**src/rtl/mmpq_pkg.sv**
```systemverilog
// Shared types and constants for the min/max priority queue.
// Used by mmpq_front, mmpq_back and min_max_priority_queue; depends on nothing.
package mmpq_pkg;

   localparam int DEPTH       = 8;
   localparam int IDX_W       = $clog2(DEPTH);
   localparam int CNT_W       = $clog2(DEPTH + 1);
   localparam int SUM_W       = IDX_W + 1;
   localparam int DATA_W      = 32;
   localparam int KIND_W      = 3;
   localparam int STATUS_W    = 2;
   localparam int OCC_W       = 4;
   localparam int QUEUE_DEPTH = 2;
   localparam int QPTR_W      = $clog2(QUEUE_DEPTH);
   localparam int QCNT_W      = $clog2(QUEUE_DEPTH + 1);

   typedef enum logic [KIND_W-1:0] {
      KIND_PUSH     = 3'd0,
      KIND_POP_MAX  = 3'd1,
      KIND_POP_MIN  = 3'd2,
      KIND_PEEK_MAX = 3'd3,
      KIND_PEEK_MIN = 3'd4
   } kind_type;

   typedef enum logic [STATUS_W-1:0] {
      ST_OK    = 2'd0,
      ST_EMPTY = 2'd1,
      ST_FULL  = 2'd2
   } status_type;

   typedef enum logic [1:0] {
      OP_NOP,
      OP_PUSH,
      OP_POP,
      OP_PEEK
   } op_type;

   typedef struct packed {
      op_type                    op;
      logic                      want_max;
      logic signed [DATA_W-1:0]  data;
   } cmd_type;

   typedef enum logic [2:0] {
      S_IDLE,
      S_SCAN_RD,
      S_SCAN_CMP,
      S_SHIFT_RD,
      S_SHIFT_WR,
      S_RESP
   } state_type;

endpackage

```
**src/rtl/min_max_priority_queue.sv**
```systemverilog
// Top level of the double-ended min/max priority queue.
// Depends on mmpq_pkg, mmpq_front and mmpq_back.
//
//   Channel   Direction  Handshake          Payload
//   req_      in         req_valid/stall    req_kind, req_data_in
//   rsp_      out        rsp_valid/stall    rsp_value_out, rsp_status, rsp_occupancy
//
// With an idle back end, a push, an error or an unused kind passes from S_IDLE
// to S_RESP, and its response is registered on leaving S_RESP. A pop or peek
// first scans each live entry in S_SCAN_RD and S_SCAN_CMP; a pop then moves
// each shifted entry in S_SHIFT_RD and S_SHIFT_WR, as the entry store has a
// single read port. Reset is synchronous and active high; the entry store is
// not cleared. Two decoded requests can wait ahead of the back end, so
// req_stall rises only when both slots are taken; the response register frees
// the back end unless rsp_stall holds it.
module min_max_priority_queue import mmpq_pkg::*; (
   input  logic                     clock,
   input  logic                     reset,
   input  logic                     req_valid,
   output logic                     req_stall,
   input  logic [KIND_W-1:0]        req_kind,
   input  logic signed [DATA_W-1:0] req_data_in,
   output logic                     rsp_valid,
   input  logic                     rsp_stall,
   output logic signed [DATA_W-1:0] rsp_value_out,
   output logic [STATUS_W-1:0]      rsp_status,
   output logic [OCC_W-1:0]         rsp_occupancy
);

   logic    cmd_valid;
   logic    cmd_take;
   cmd_type cmd;

   mmpq_front u_front (
      .clock       (clock),
      .reset       (reset),
      .req_valid   (req_valid),
      .req_stall   (req_stall),
      .req_kind    (req_kind),
      .req_data_in (req_data_in),
      .cmd_valid   (cmd_valid),
      .cmd         (cmd),
      .cmd_take    (cmd_take)
   );

   mmpq_back u_back (
      .clock         (clock),
      .reset         (reset),
      .cmd_valid     (cmd_valid),
      .cmd           (cmd),
      .cmd_take      (cmd_take),
      .rsp_valid     (rsp_valid),
      .rsp_stall     (rsp_stall),
      .rsp_value_out (rsp_value_out),
      .rsp_status    (rsp_status),
      .rsp_occupancy (rsp_occupancy)
   );

endmodule

```
**src/rtl/mmpq_front.sv**
```systemverilog
// Front end: accepts requests, decodes them into commands and buffers them
// in a two-entry queue for the back end. Depends on mmpq_pkg.
module mmpq_front import mmpq_pkg::*; (
   input  logic                     clock,
   input  logic                     reset,
   input  logic                     req_valid,
   output logic                     req_stall,
   input  logic [KIND_W-1:0]        req_kind,
   input  logic signed [DATA_W-1:0] req_data_in,
   output logic                     cmd_valid,
   output cmd_type                  cmd,
   input  logic                     cmd_take
);

   cmd_type             decoded;
   cmd_type             queue_ff [QUEUE_DEPTH];
   logic [QPTR_W-1:0]   wr_ptr_ff, wr_ptr_in;
   logic [QPTR_W-1:0]   rd_ptr_ff, rd_ptr_in;
   logic [QCNT_W-1:0]   count_ff, count_in;
   logic                push, pop;

   always_comb begin
      decoded.data     = req_data_in;
      decoded.want_max = 1'b0;
      case (req_kind)
         KIND_PUSH:     decoded.op = OP_PUSH;
         KIND_POP_MAX: begin
            decoded.op       = OP_POP;
            decoded.want_max = 1'b1;
         end
         KIND_POP_MIN:  decoded.op = OP_POP;
         KIND_PEEK_MAX: begin
            decoded.op       = OP_PEEK;
            decoded.want_max = 1'b1;
         end
         KIND_PEEK_MIN: decoded.op = OP_PEEK;
         default:       decoded.op = OP_NOP;
      endcase
   end

   assign req_stall = (count_ff == QCNT_W'(QUEUE_DEPTH));
   assign cmd_valid = (count_ff != '0);
   assign cmd       = queue_ff[rd_ptr_ff];
   assign push      = req_valid && !req_stall;
   assign pop       = cmd_valid && cmd_take;

   always_comb begin
      wr_ptr_in = wr_ptr_ff;
      rd_ptr_in = rd_ptr_ff;
      count_in  = count_ff;
      if (push) begin
         wr_ptr_in = (wr_ptr_ff == QPTR_W'(QUEUE_DEPTH - 1)) ? '0 : wr_ptr_ff + QPTR_W'(1);
      end
      if (pop) begin
         rd_ptr_in = (rd_ptr_ff == QPTR_W'(QUEUE_DEPTH - 1)) ? '0 : rd_ptr_ff + QPTR_W'(1);
      end
      if (push && !pop) begin
         count_in = count_ff + QCNT_W'(1);
      end else if (pop && !push) begin
         count_in = count_ff - QCNT_W'(1);
      end
   end

   always_ff @(posedge clock) begin
      if (reset) begin
         wr_ptr_ff <= '0;
         rd_ptr_ff <= '0;
         count_ff  <= '0;
      end else begin
         wr_ptr_ff <= wr_ptr_in;
         rd_ptr_ff <= rd_ptr_in;
         count_ff  <= count_in;
      end
   end

   always_ff @(posedge clock) begin
      if (push) begin
         queue_ff[wr_ptr_ff] <= decoded;
      end
   end

endmodule

```
**src/rtl/mmpq_back.sv**
```systemverilog
// Back end: holds the circular entry store, scans for the extreme value,
// closes the gap after a pop and registers the response. Depends on mmpq_pkg.
module mmpq_back import mmpq_pkg::*; (
   input  logic                     clock,
   input  logic                     reset,
   input  logic                     cmd_valid,
   input  cmd_type                  cmd,
   output logic                     cmd_take,
   output logic                     rsp_valid,
   input  logic                     rsp_stall,
   output logic signed [DATA_W-1:0] rsp_value_out,
   output logic [STATUS_W-1:0]      rsp_status,
   output logic [OCC_W-1:0]         rsp_occupancy
);

   // Slot that lies off places after the head, with head plus off below twice the depth.
   function automatic logic [IDX_W-1:0] slot_of(input logic [IDX_W-1:0] head,
                                                input logic [CNT_W-1:0] off);
      logic [SUM_W-1:0] sum;
      sum = SUM_W'(head) + SUM_W'(off);
      if (sum >= SUM_W'(DEPTH)) begin
         sum = sum - SUM_W'(DEPTH);
      end
      return sum[IDX_W-1:0];
   endfunction

   function automatic logic [IDX_W-1:0] next_slot(input logic [IDX_W-1:0] idx);
      return (idx == IDX_W'(DEPTH - 1)) ? '0 : idx + IDX_W'(1);
   endfunction

   logic signed [DATA_W-1:0] mem [DEPTH];
   logic signed [DATA_W-1:0] rd_data_ff;

   state_type                state_ff, state_in;
   logic [IDX_W-1:0]         head_ff, head_in;
   logic [IDX_W-1:0]         tail_ff, tail_in;
   logic [CNT_W-1:0]         count_ff, count_in;
   cmd_type                  cur_ff, cur_in;
   logic [CNT_W-1:0]         off_ff, off_in;
   logic [CNT_W-1:0]         best_off_ff, best_off_in;
   logic signed [DATA_W-1:0] best_val_ff, best_val_in;
   logic signed [DATA_W-1:0] res_value_ff, res_value_in;
   status_type               res_status_ff, res_status_in;

   logic                     rsp_valid_ff;
   logic signed [DATA_W-1:0] rsp_value_ff;
   logic [STATUS_W-1:0]      rsp_status_ff;
   logic [OCC_W-1:0]         rsp_occ_ff;

   logic                     mem_we;
   logic [IDX_W-1:0]         mem_waddr;
   logic signed [DATA_W-1:0] mem_wdata;
   logic [IDX_W-1:0]         rd_addr;
   logic                     better;
   logic                     scan_last;
   logic                     out_free;
   logic                     load_rsp;

   assign out_free  = !rsp_valid_ff || !rsp_stall;
   assign better    = (off_ff == '0) ||
                      (cur_ff.want_max ? (rd_data_ff > best_val_ff)
                                       : (rd_data_ff < best_val_ff));
   assign scan_last = ((off_ff + CNT_W'(1)) == count_ff);

   // Next state.
   always_comb begin
      state_in = state_ff;
      case (state_ff)
         S_IDLE: begin
            if (cmd_valid) begin
               if ((cmd.op == OP_POP || cmd.op == OP_PEEK) && count_ff != '0) begin
                  state_in = S_SCAN_RD;
               end else begin
                  state_in = S_RESP;
               end
            end
         end
         S_SCAN_RD:  state_in = S_SCAN_CMP;
         S_SCAN_CMP: begin
            if (!scan_last) begin
               state_in = S_SCAN_RD;
            end else if (cur_ff.op == OP_POP && best_off_in != '0) begin
               state_in = S_SHIFT_RD;
            end else begin
               state_in = S_RESP;
            end
         end
         S_SHIFT_RD: state_in = S_SHIFT_WR;
         S_SHIFT_WR: state_in = (off_ff == CNT_W'(1)) ? S_RESP : S_SHIFT_RD;
         S_RESP:     state_in = out_free ? S_IDLE : S_RESP;
         default:    state_in = S_IDLE;
      endcase
   end

   // Datapath and outputs of the sequencer.
   always_comb begin
      cmd_take      = 1'b0;
      load_rsp      = 1'b0;
      head_in       = head_ff;
      tail_in       = tail_ff;
      count_in      = count_ff;
      cur_in        = cur_ff;
      off_in        = off_ff;
      best_off_in   = best_off_ff;
      best_val_in   = best_val_ff;
      res_value_in  = res_value_ff;
      res_status_in = res_status_ff;
      mem_we        = 1'b0;
      mem_waddr     = tail_ff;
      mem_wdata     = cmd.data;
      rd_addr       = slot_of(head_ff, off_ff);
      case (state_ff)
         S_IDLE: begin
            cmd_take = cmd_valid;
            if (cmd_valid) begin
               cur_in        = cmd;
               off_in        = '0;
               res_value_in  = '0;
               res_status_in = ST_OK;
               if (cmd.op == OP_PUSH) begin
                  if (count_ff == CNT_W'(DEPTH)) begin
                     res_status_in = ST_FULL;
                  end else begin
                     mem_we   = 1'b1;
                     tail_in  = next_slot(tail_ff);
                     count_in = count_ff + CNT_W'(1);
                  end
               end else if ((cmd.op == OP_POP || cmd.op == OP_PEEK) && count_ff == '0) begin
                  res_status_in = ST_EMPTY;
               end
            end
         end
         S_SCAN_RD: begin
            rd_addr = slot_of(head_ff, off_ff);
         end
         S_SCAN_CMP: begin
            if (better) begin
               best_val_in = rd_data_ff;
               best_off_in = off_ff;
            end
            if (!scan_last) begin
               off_in = off_ff + CNT_W'(1);
            end else begin
               res_value_in = better ? rd_data_ff : best_val_ff;
               if (cur_ff.op == OP_POP) begin
                  if (best_off_in != '0) begin
                     off_in = best_off_in;
                  end else begin
                     head_in  = next_slot(head_ff);
                     count_in = count_ff - CNT_W'(1);
                  end
               end
            end
         end
         S_SHIFT_RD: begin
            rd_addr = slot_of(head_ff, off_ff - CNT_W'(1));
         end
         S_SHIFT_WR: begin
            // Older entry moves one slot toward the tail over the removed one.
            mem_we    = 1'b1;
            mem_waddr = slot_of(head_ff, off_ff);
            mem_wdata = rd_data_ff;
            off_in    = off_ff - CNT_W'(1);
            if (off_ff == CNT_W'(1)) begin
               head_in  = next_slot(head_ff);
               count_in = count_ff - CNT_W'(1);
            end
         end
         S_RESP: begin
            load_rsp = out_free;
         end
         default: begin
         end
      endcase
   end

   always_ff @(posedge clock) begin
      if (reset) begin
         state_ff     <= S_IDLE;
         head_ff      <= '0;
         tail_ff      <= '0;
         count_ff     <= '0;
         rsp_valid_ff <= 1'b0;
      end else begin
         state_ff <= state_in;
         head_ff  <= head_in;
         tail_ff  <= tail_in;
         count_ff <= count_in;
         if (load_rsp) begin
            rsp_valid_ff <= 1'b1;
         end else if (!rsp_stall) begin
            rsp_valid_ff <= 1'b0;
         end
      end
   end

   always_ff @(posedge clock) begin
      cur_ff        <= cur_in;
      off_ff        <= off_in;
      best_off_ff   <= best_off_in;
      best_val_ff   <= best_val_in;
      res_value_ff  <= res_value_in;
      res_status_ff <= res_status_in;
      if (load_rsp) begin
         rsp_value_ff  <= res_value_ff;
         rsp_status_ff <= res_status_ff;
         rsp_occ_ff    <= OCC_W'(count_ff);
      end
   end

   always_ff @(posedge clock) begin
      if (mem_we) begin
         mem[mem_waddr] <= mem_wdata;
      end
      rd_data_ff <= mem[rd_addr];
   end

   assign rsp_valid     = rsp_valid_ff;
   assign rsp_value_out = rsp_value_ff;
   assign rsp_status    = rsp_status_ff;
   assign rsp_occupancy = rsp_occ_ff;

   a_count_bound: assert property (@(posedge clock) disable iff (reset)
      count_ff <= CNT_W'(DEPTH))
      else $error("entry count exceeds depth");

   a_ring_consistent: assert property (@(posedge clock) disable iff (reset)
      tail_ff == slot_of(head_ff, count_ff))
      else $error("tail does not match head plus count");

   a_shift_nonzero: assert property (@(posedge clock) disable iff (reset)
      (state_ff == S_SHIFT_RD || state_ff == S_SHIFT_WR) |-> off_ff != '0)
      else $error("shift with zero offset");

   a_scan_nonempty: assert property (@(posedge clock) disable iff (reset)
      (state_ff == S_SCAN_RD || state_ff == S_SCAN_CMP) |-> count_ff != '0)
      else $error("scan of an empty queue");

endmodule

```
**config.mk**
```make
export PLATFORM = sky130hd
export DESIGN_NAME = min_max_priority_queue
export DESIGN_NICKNAME = d
export VERILOG_FILES = /design/src/rtl/mmpq_pkg.sv /design/src/rtl/min_max_priority_queue.sv /design/src/rtl/mmpq_front.sv /design/src/rtl/mmpq_back.sv
export SDC_FILE = /design/constraint.sdc
export NUM_CORES = 1
export LEC_CHECK = 0
export BUFFER_PORTS_ARGS = -buffer_cell sky130_fd_sc_hd__clkbuf_2
export CAP_MARGIN = 20
export CORE_UTILIZATION = 55
export DETAILED_ROUTE_END_ITERATION = 8
export PLACE_DENSITY = 0.72
export SYNTH_ARGS = -nofsm -noshare
export SYNTH_HDL_FRONTEND = slang
export SYNTH_HIERARCHICAL = 1
export SYNTH_SLANG_ARGS = --single-unit
```
**constraint.sdc**
```tcl
create_clock -name clock -period 4.95 [get_ports clock]
set_input_delay 0.2475 -clock clock [delete_from_list [all_inputs] [get_ports clock]]
set_output_delay 0.2475 -clock clock [all_outputs]
set_load 0.1 [all_outputs]
```
After elaboration in Yosys (flattened, before gate mapping)
Memory sizes are Yosys's and may differ from the RTL's. A register that Yosys moved wholly into a read port is not among the register bits.
Index checks and enable logic that the tools add are counted.
- register bits after elaboration: 133
- bits in writable memories: 326
- output and inout bits: 40
- logic and storage cells: 167
- memories: 2
- memory list (name ; words ; width ; read ports ; clocked after memory_dff ; write ports ; line ; text):
    u_back.mem ; 8 ; 32 ; 1 ; 1 ; 1 ; mmpq_back.sv:31 ; logic signed [DATA_W-1:0] mem [DEPTH];
    u_front.queue_ff ; 2 ; 35 ; 1 ; 1 ; 1 ; mmpq_front.sv:16 ; cmd_type queue_ff [QUEUE_DEPTH];
- add/sub/neg operators: 14
- magnitude comparators: 4
- equal/unequal tests: 29
- multiplexer cells: 63
- bitwise logic cells: 1
- reduce and logical (&&, ||, !) cells: 36
- operator list (cell ; count):
    $mux W32 ; 4
    $pmux W32 S2 ; 1
    $mux W4 ; 14
    $mux W3 ; 16
    $gt A32 B32 Y1 ; 1
    $lt A32 B32 Y1 ; 1
    $pmux W4 S3 ; 2
    $mux W1 ; 18
    $pmux W3 S6 ; 1
    $eq A3 B3 Y1 const B ; 5
    $eq A3 B2 Y1 const B ; 4
    $ne A2 B1 Y1 const B ; 6
    $reduce_bool A4 Y1 ; 3
    $add A3 B4 Y4 ; 2
    $add A4 B1 Y4 const B ; 2
    $eq A2 B2 Y1 const B ; 4
    $ge A4 B4 Y1 const B ; 2
    $logic_not A4 Y1 ; 2
    $mux W2 ; 4
    $reduce_and A4 Y1 ; 2
    $reduce_and A8 Y1 ; 1
    $reduce_bool A2 Y1 ; 4
    $sub A4 B1 Y4 const B ; 2
    $logic_and A1 B1 Y1 ; 7
    other kinds (24) ; 39

Logic depth before layout (Yosys ltp)
- word-level depth: 11
- mapped depth: 14
- depth with buffers taken out: 12

By module
Netlist, hierarchy kept.
- by module, submodules not included (module ; instances ; cells an instance ; area an instance (sq um) ; seq. area each (sq um)):
    mmpq_back ; 1 ; 1035 ; 17133.9 ; 12021.5
    mmpq_front ; 1 ; 138 ; 2765.2 ; 2202.1

Worst setup path before layout
No wires, ideal clock.
- path kind: register to register
- from: register (tool-made name)
- to: memory u_back.mem[0][0], enable pin
- library setup time: 0.421 ns
- arrival: 3.344 ns
- data required time: 4.529 ns
- path slack: 1.185 ns
- cell stages (with the launch flop): 12
- buffers on the path: 3
- clock period less this slack: 3.765 ns
- path through: dfxtp_1 buf_2 buf_2 mux2_2 nand2b_1 a21oi_1 and2_1 clkbuf_1 inv_1 o21ai_0 nand2_1 nor2_1
- RTL lines (element ; line):
    end: declaration ; mmpq_back.sv:31

Worst setup path in the final report
- from: register u_back.best_val_ff[31]
- to: register u_back.res_value_ff[15] (data pin)
- word-level cells in the longest chain between the ends: 6
- elaborated cells between the ends (all ways): 7
- those cells by class: order compare (2); mux (4); reduce/logical (1)
- RTL lines (element ; line ; text):
    start: declaration ; mmpq_back.sv:41 ; logic signed [DATA_W-1:0] best_val_ff, best_val_in;
    start signal: assignment ; mmpq_back.sv:201 ; best_val_ff <= best_val_in;
    $lt A32 B32 Y1 or $gt A32 B32 Y1 (tied branches) ; mmpq_back.sv:62, mmpq_back.sv:61 ;
    $mux W1 (*) ; mmpq_back.sv:61 ; (cur_ff.want_max ? (rd_data_ff > best_val_ff)
    $logic_or A1 B1 Y1 (*) ; mmpq_back.sv:60 ; assign better = (off_ff == '0) ||
    $mux W32 (*) ; mmpq_back.sv:144 ; res_value_in = better ? rd_data_ff : best_val_ff;
    $mux W32 (*) ; mmpq_back.sv:141 ; if (!scan_last) begin
    $pmux W32 S2 (*) ; mmpq_back.sv:112 ; case (state_ff)
    end signal: assignment ; mmpq_back.sv:202 ; res_value_ff <= res_value_in;
    end: declaration ; mmpq_back.sv:42 ; logic signed [DATA_W-1:0] res_value_ff, res_value_in;
Every way passes the cells marked *; elsewhere a longest branch is shown, timed or not. The select of a mux whose other input is x is not followed.
A chain may end at the register's enable or synchronous reset.

==> flow_summary.yaml <==
final_layout:
  multi_input_area_um2: 5440
  nFillCells: 2444
  seqCellArea_um2: 14200
  syn_to_final_growth_pct: 16.1
  nets: 1403
  n_antenna_cell: 0
  layout-drive-gt1-share: 0.276
worst_hold_path:
  whs_endpoint: "u_front/wr_ptr_ff"
  min_from: "req_valid"
  holdPathStages: 4
  hold_class: "input port to register"
sta:
  setup_viol: 0
  finalCriticalPeriod_ns: 4.01
  rsz0062_at_grt: "no"
  hold_viol: 0
  worst_slew_pin_slew_ns: 1.01
  relSlewSlack: 0.323
  finClkSkew_ns: 0.0136
  whs_ns: 0.0715
  maxSlewViolCount: 0
  setup-tns-final_ns: 0
  finalCritPeriodShare: 0.810
  max_freq_mhz: 249
drt:
  vias_per_cell: 5.75
  drt-total-wl_um: 39300
  vias: 10467
  drt-initial-drc-count: 905
  wl_per_cell_um: 21.6
  drc: 0
  postRouteAntennaNets: 0
  dr.pass1.iters: 5
global_route:
  first_global_vias: 10577
  track_usage: 0.223
  grt_overflow: 0
  grt_max_degree: 68
  antenna_found_initial: 3
  grt_first_pass_wirelength_um: 60500
worst_setup_path:
  critPathMaxFanout: 23
  path_class: "register to register"
  r2r_cells: 11
  critPathCaptureType: "register"
  cp-startpoint: "u_back/best_val_ff[31]"
  reg2reg_from: "u_back/best_val_ff[31]"
  crit_required_ns: 5.27
  worstSetupStartpointType: "register"
  r2r-end: "u_back/res_value_ff[15]"
  arrival_ns: 4.33
  reg2reg_slack_ns: 0.94
floorplanning:
  start_util: 0.559
  core_area_um2: 35600
  io_pins: 79
  chipWidth_um: 192
  die_area_um2: 36900
  row_count: 69
  die_h_um: 192
pwr:
  peakVddDrop_v: 0.000462
  switching_share: 0.317
  power_switching_mw: 4.72
  p_total_mw: 14.9
  p_clk_frac: 0.259
  power_frac_comb: 0.324
  leakagePower_nw: 8.22
  intPower_mw: 10.2
  powerDensity_nw_per_um2: 644
  seqPwrFrac: 0.417
clocking:
  post_cts_buffers: 0
  clk_pin_slew_ns: 0.06
  clock_latency_ns: 0.58
  clockRootBuffer: "clkbuf_16"
  cts_resized: 0
  clock-sinks: 492
  cts_tree: "yes"
  clockBufferDepth: 3
  htree_levels: 2
  cts_buffers: 50
logic_synthesis:
  avgSynthCellArea_um2: 17.0
  dominantRegCellSynth: "edfxtp_1"
  synth_area_um2: 19900
  ys_ff_latch: 492
  syn_inst: 1173
  ys_types: 67
  seq_area_frac_synth: 0.715
  synth_edf_count: 437
  async_flop_share: 0
  syn_nets: 1260
  ys_warn_count: 6
place:
  gp_congestion: 0.842
  dpl.hpwl_um: 23300
  port_buffers: 78
outcome:
  status: "finished clean"
run:
  maxCapViolations: 0
==> per-stage QoR <==
stage               utilization  area (µm²)  instances  setup WS (ns)
floorplan                     -       19900       1173           1.18
global placement          0.591       21000       1689           1.16
detailed placement        0.591       21000       1689          0.974
CTS                       0.649       23100       1818          0.951
global route              0.650       23100       1819          0.703
finish                    0.650       23100       1819          0.941
==> registers in the layout, indices dropped and copies added, names as in the netlist, 32 cells and up, named ones only <==
| register | cells |
|---|---|
| u_back/mem | 256 |
| u_back/rsp_value_out | 32 |
| u_front/queue_ff | 70 |
| u_back/res_value_ff | 32 |
| u_back/rd_data_ff | 32 |
| u_back/best_val_ff | 32 |
==> routing by layer <==
layer  global-route usage  wire length (µm)  part of all wire  up-vias
met5                    0                11           0.00028        -
met4               0.0548               616             0.016        2
met3               0.0442              2370             0.060       58
met2                0.361             18900              0.48      303
met1                0.313             17400              0.44     5305
li1                     -                 -                 -     4799
==> final cells by class <==
type	instances	area share
multi-input combinational	590	0.235
tap	461	0.0250
inverter	45	0.00731
clock buffer	64	0.0604
clock inverter	30	0.0135
sequential	492	0.616
timing repair buffer	137	0.0426
==> cells in the final DEF, fill, tap and decap left out, drive strengths merged, types with 28 or more instances in the layout <==
cell type    instances
edfxtp             437
clkbuf             142
nand2              128
mux2               101
mux4                64
dfxtp               55
inv                 49
ha                  45
dlygate4sd3         35
and2                35
nor2                34
a21oi               28
==> what timing repair did <==
item / CTS / global route
hold buffers: 35 / 0
endpoints found under the hold margin: 71 / 0
endpoints found under the setup margin: 0 / 0
==> logic make-up (layout without fill, tap and decap cells) <==
group | count (synthesis) | count (layout) | synth area share
flops | 492 | 492 | 0.715
xor+xnor | 18 | 18 | 0.00792
fa+ha+maj | 48 | 48 | 0.0313
mux | 171 | 171 | 0.133
simple gates | 261 | 261 | 0.0630
compound gates | 92 | 92 | 0.0327
buf+inv | 91 | 276 | 0.0177
==> cell usage after synthesis, types with 5 or more instances <==
cell,instances,area share
edfxtp_1,437,0.66
nand2_1,128,0.024
mux2_2,100,0.057
mux4_2,64,0.072
dfxtp_1,55,0.055
ha_1,45,0.028
inv_1,45,0.0085
and2_1,35,0.011
nor2_1,34,0.0064
clkbuf_1,32,0.0060
a21oi_1,28,0.0070
o21ai_0,14,0.0035
nor3_1,10,0.0025
xnor2_1,10,0.0044
nand3_1,9,0.0023
buf_1,8,0.0015
xor2_1,8,0.0035
nand2b_1,7,0.0022
nand4_1,7,0.0022
nor2b_1,7,0.0022
a21o_1,6,0.0023
mux2i_1,6,0.0030
a32o_1,5,0.0025
buf_2,5,0.0013
o22ai_1,5,0.0016
or3_1,5,0.0016
==> how the worst max path moves through the flow <==
stage / end / slack [ns] / cells past startpoint
after global placement: u_back/rd_data_ff[12] / 1.16 / 7
after global routing: u_back/res_value_ff[10] / 0.70 / 11
after detailed placement: u_back/res_value_ff[10] / 0.97 / 11
after floorplan: u_back/mem[0][0] / 1.18 / 11
after CTS: u_back/res_value_ff[15] / 0.95 / 11
final: u_back/res_value_ff[15] / 0.94 / 11
==> power groups by stage <==
| stage | logic [mW] | clock network [mW] | registers [mW] |
|---|---|---|---|
| 6_report | 4.82 | 3.85 | 6.21 |
| 2_1_floorplan | 3.45 | 0 | 6.23 |
| 5_1_grt | 5.25 | 4.09 | 6.27 |
| 3_3_place_gp | 4.69 | 0 | 6.26 |
| 4_1_cts | 4.85 | 3.92 | 6.20 |
| 3_5_place_dp | 4.81 | 0 | 6.28 |
==> worst max-delay path, cell delays in order (launching register included) <==
cell	delay [ns]
edfxtp_1	0.34
inv_1	0.05
ha_1	0.55
nand4_2	0.24
nor4_4	0.46
a31oi_2	0.24
a211oi_2	0.28
o2111ai_1	0.18
nand2_1	0.63
buf_12	0.27
mux2_2	0.36
and2_1	0.16
No activity file was read; power rests on OpenSTA's default activity.
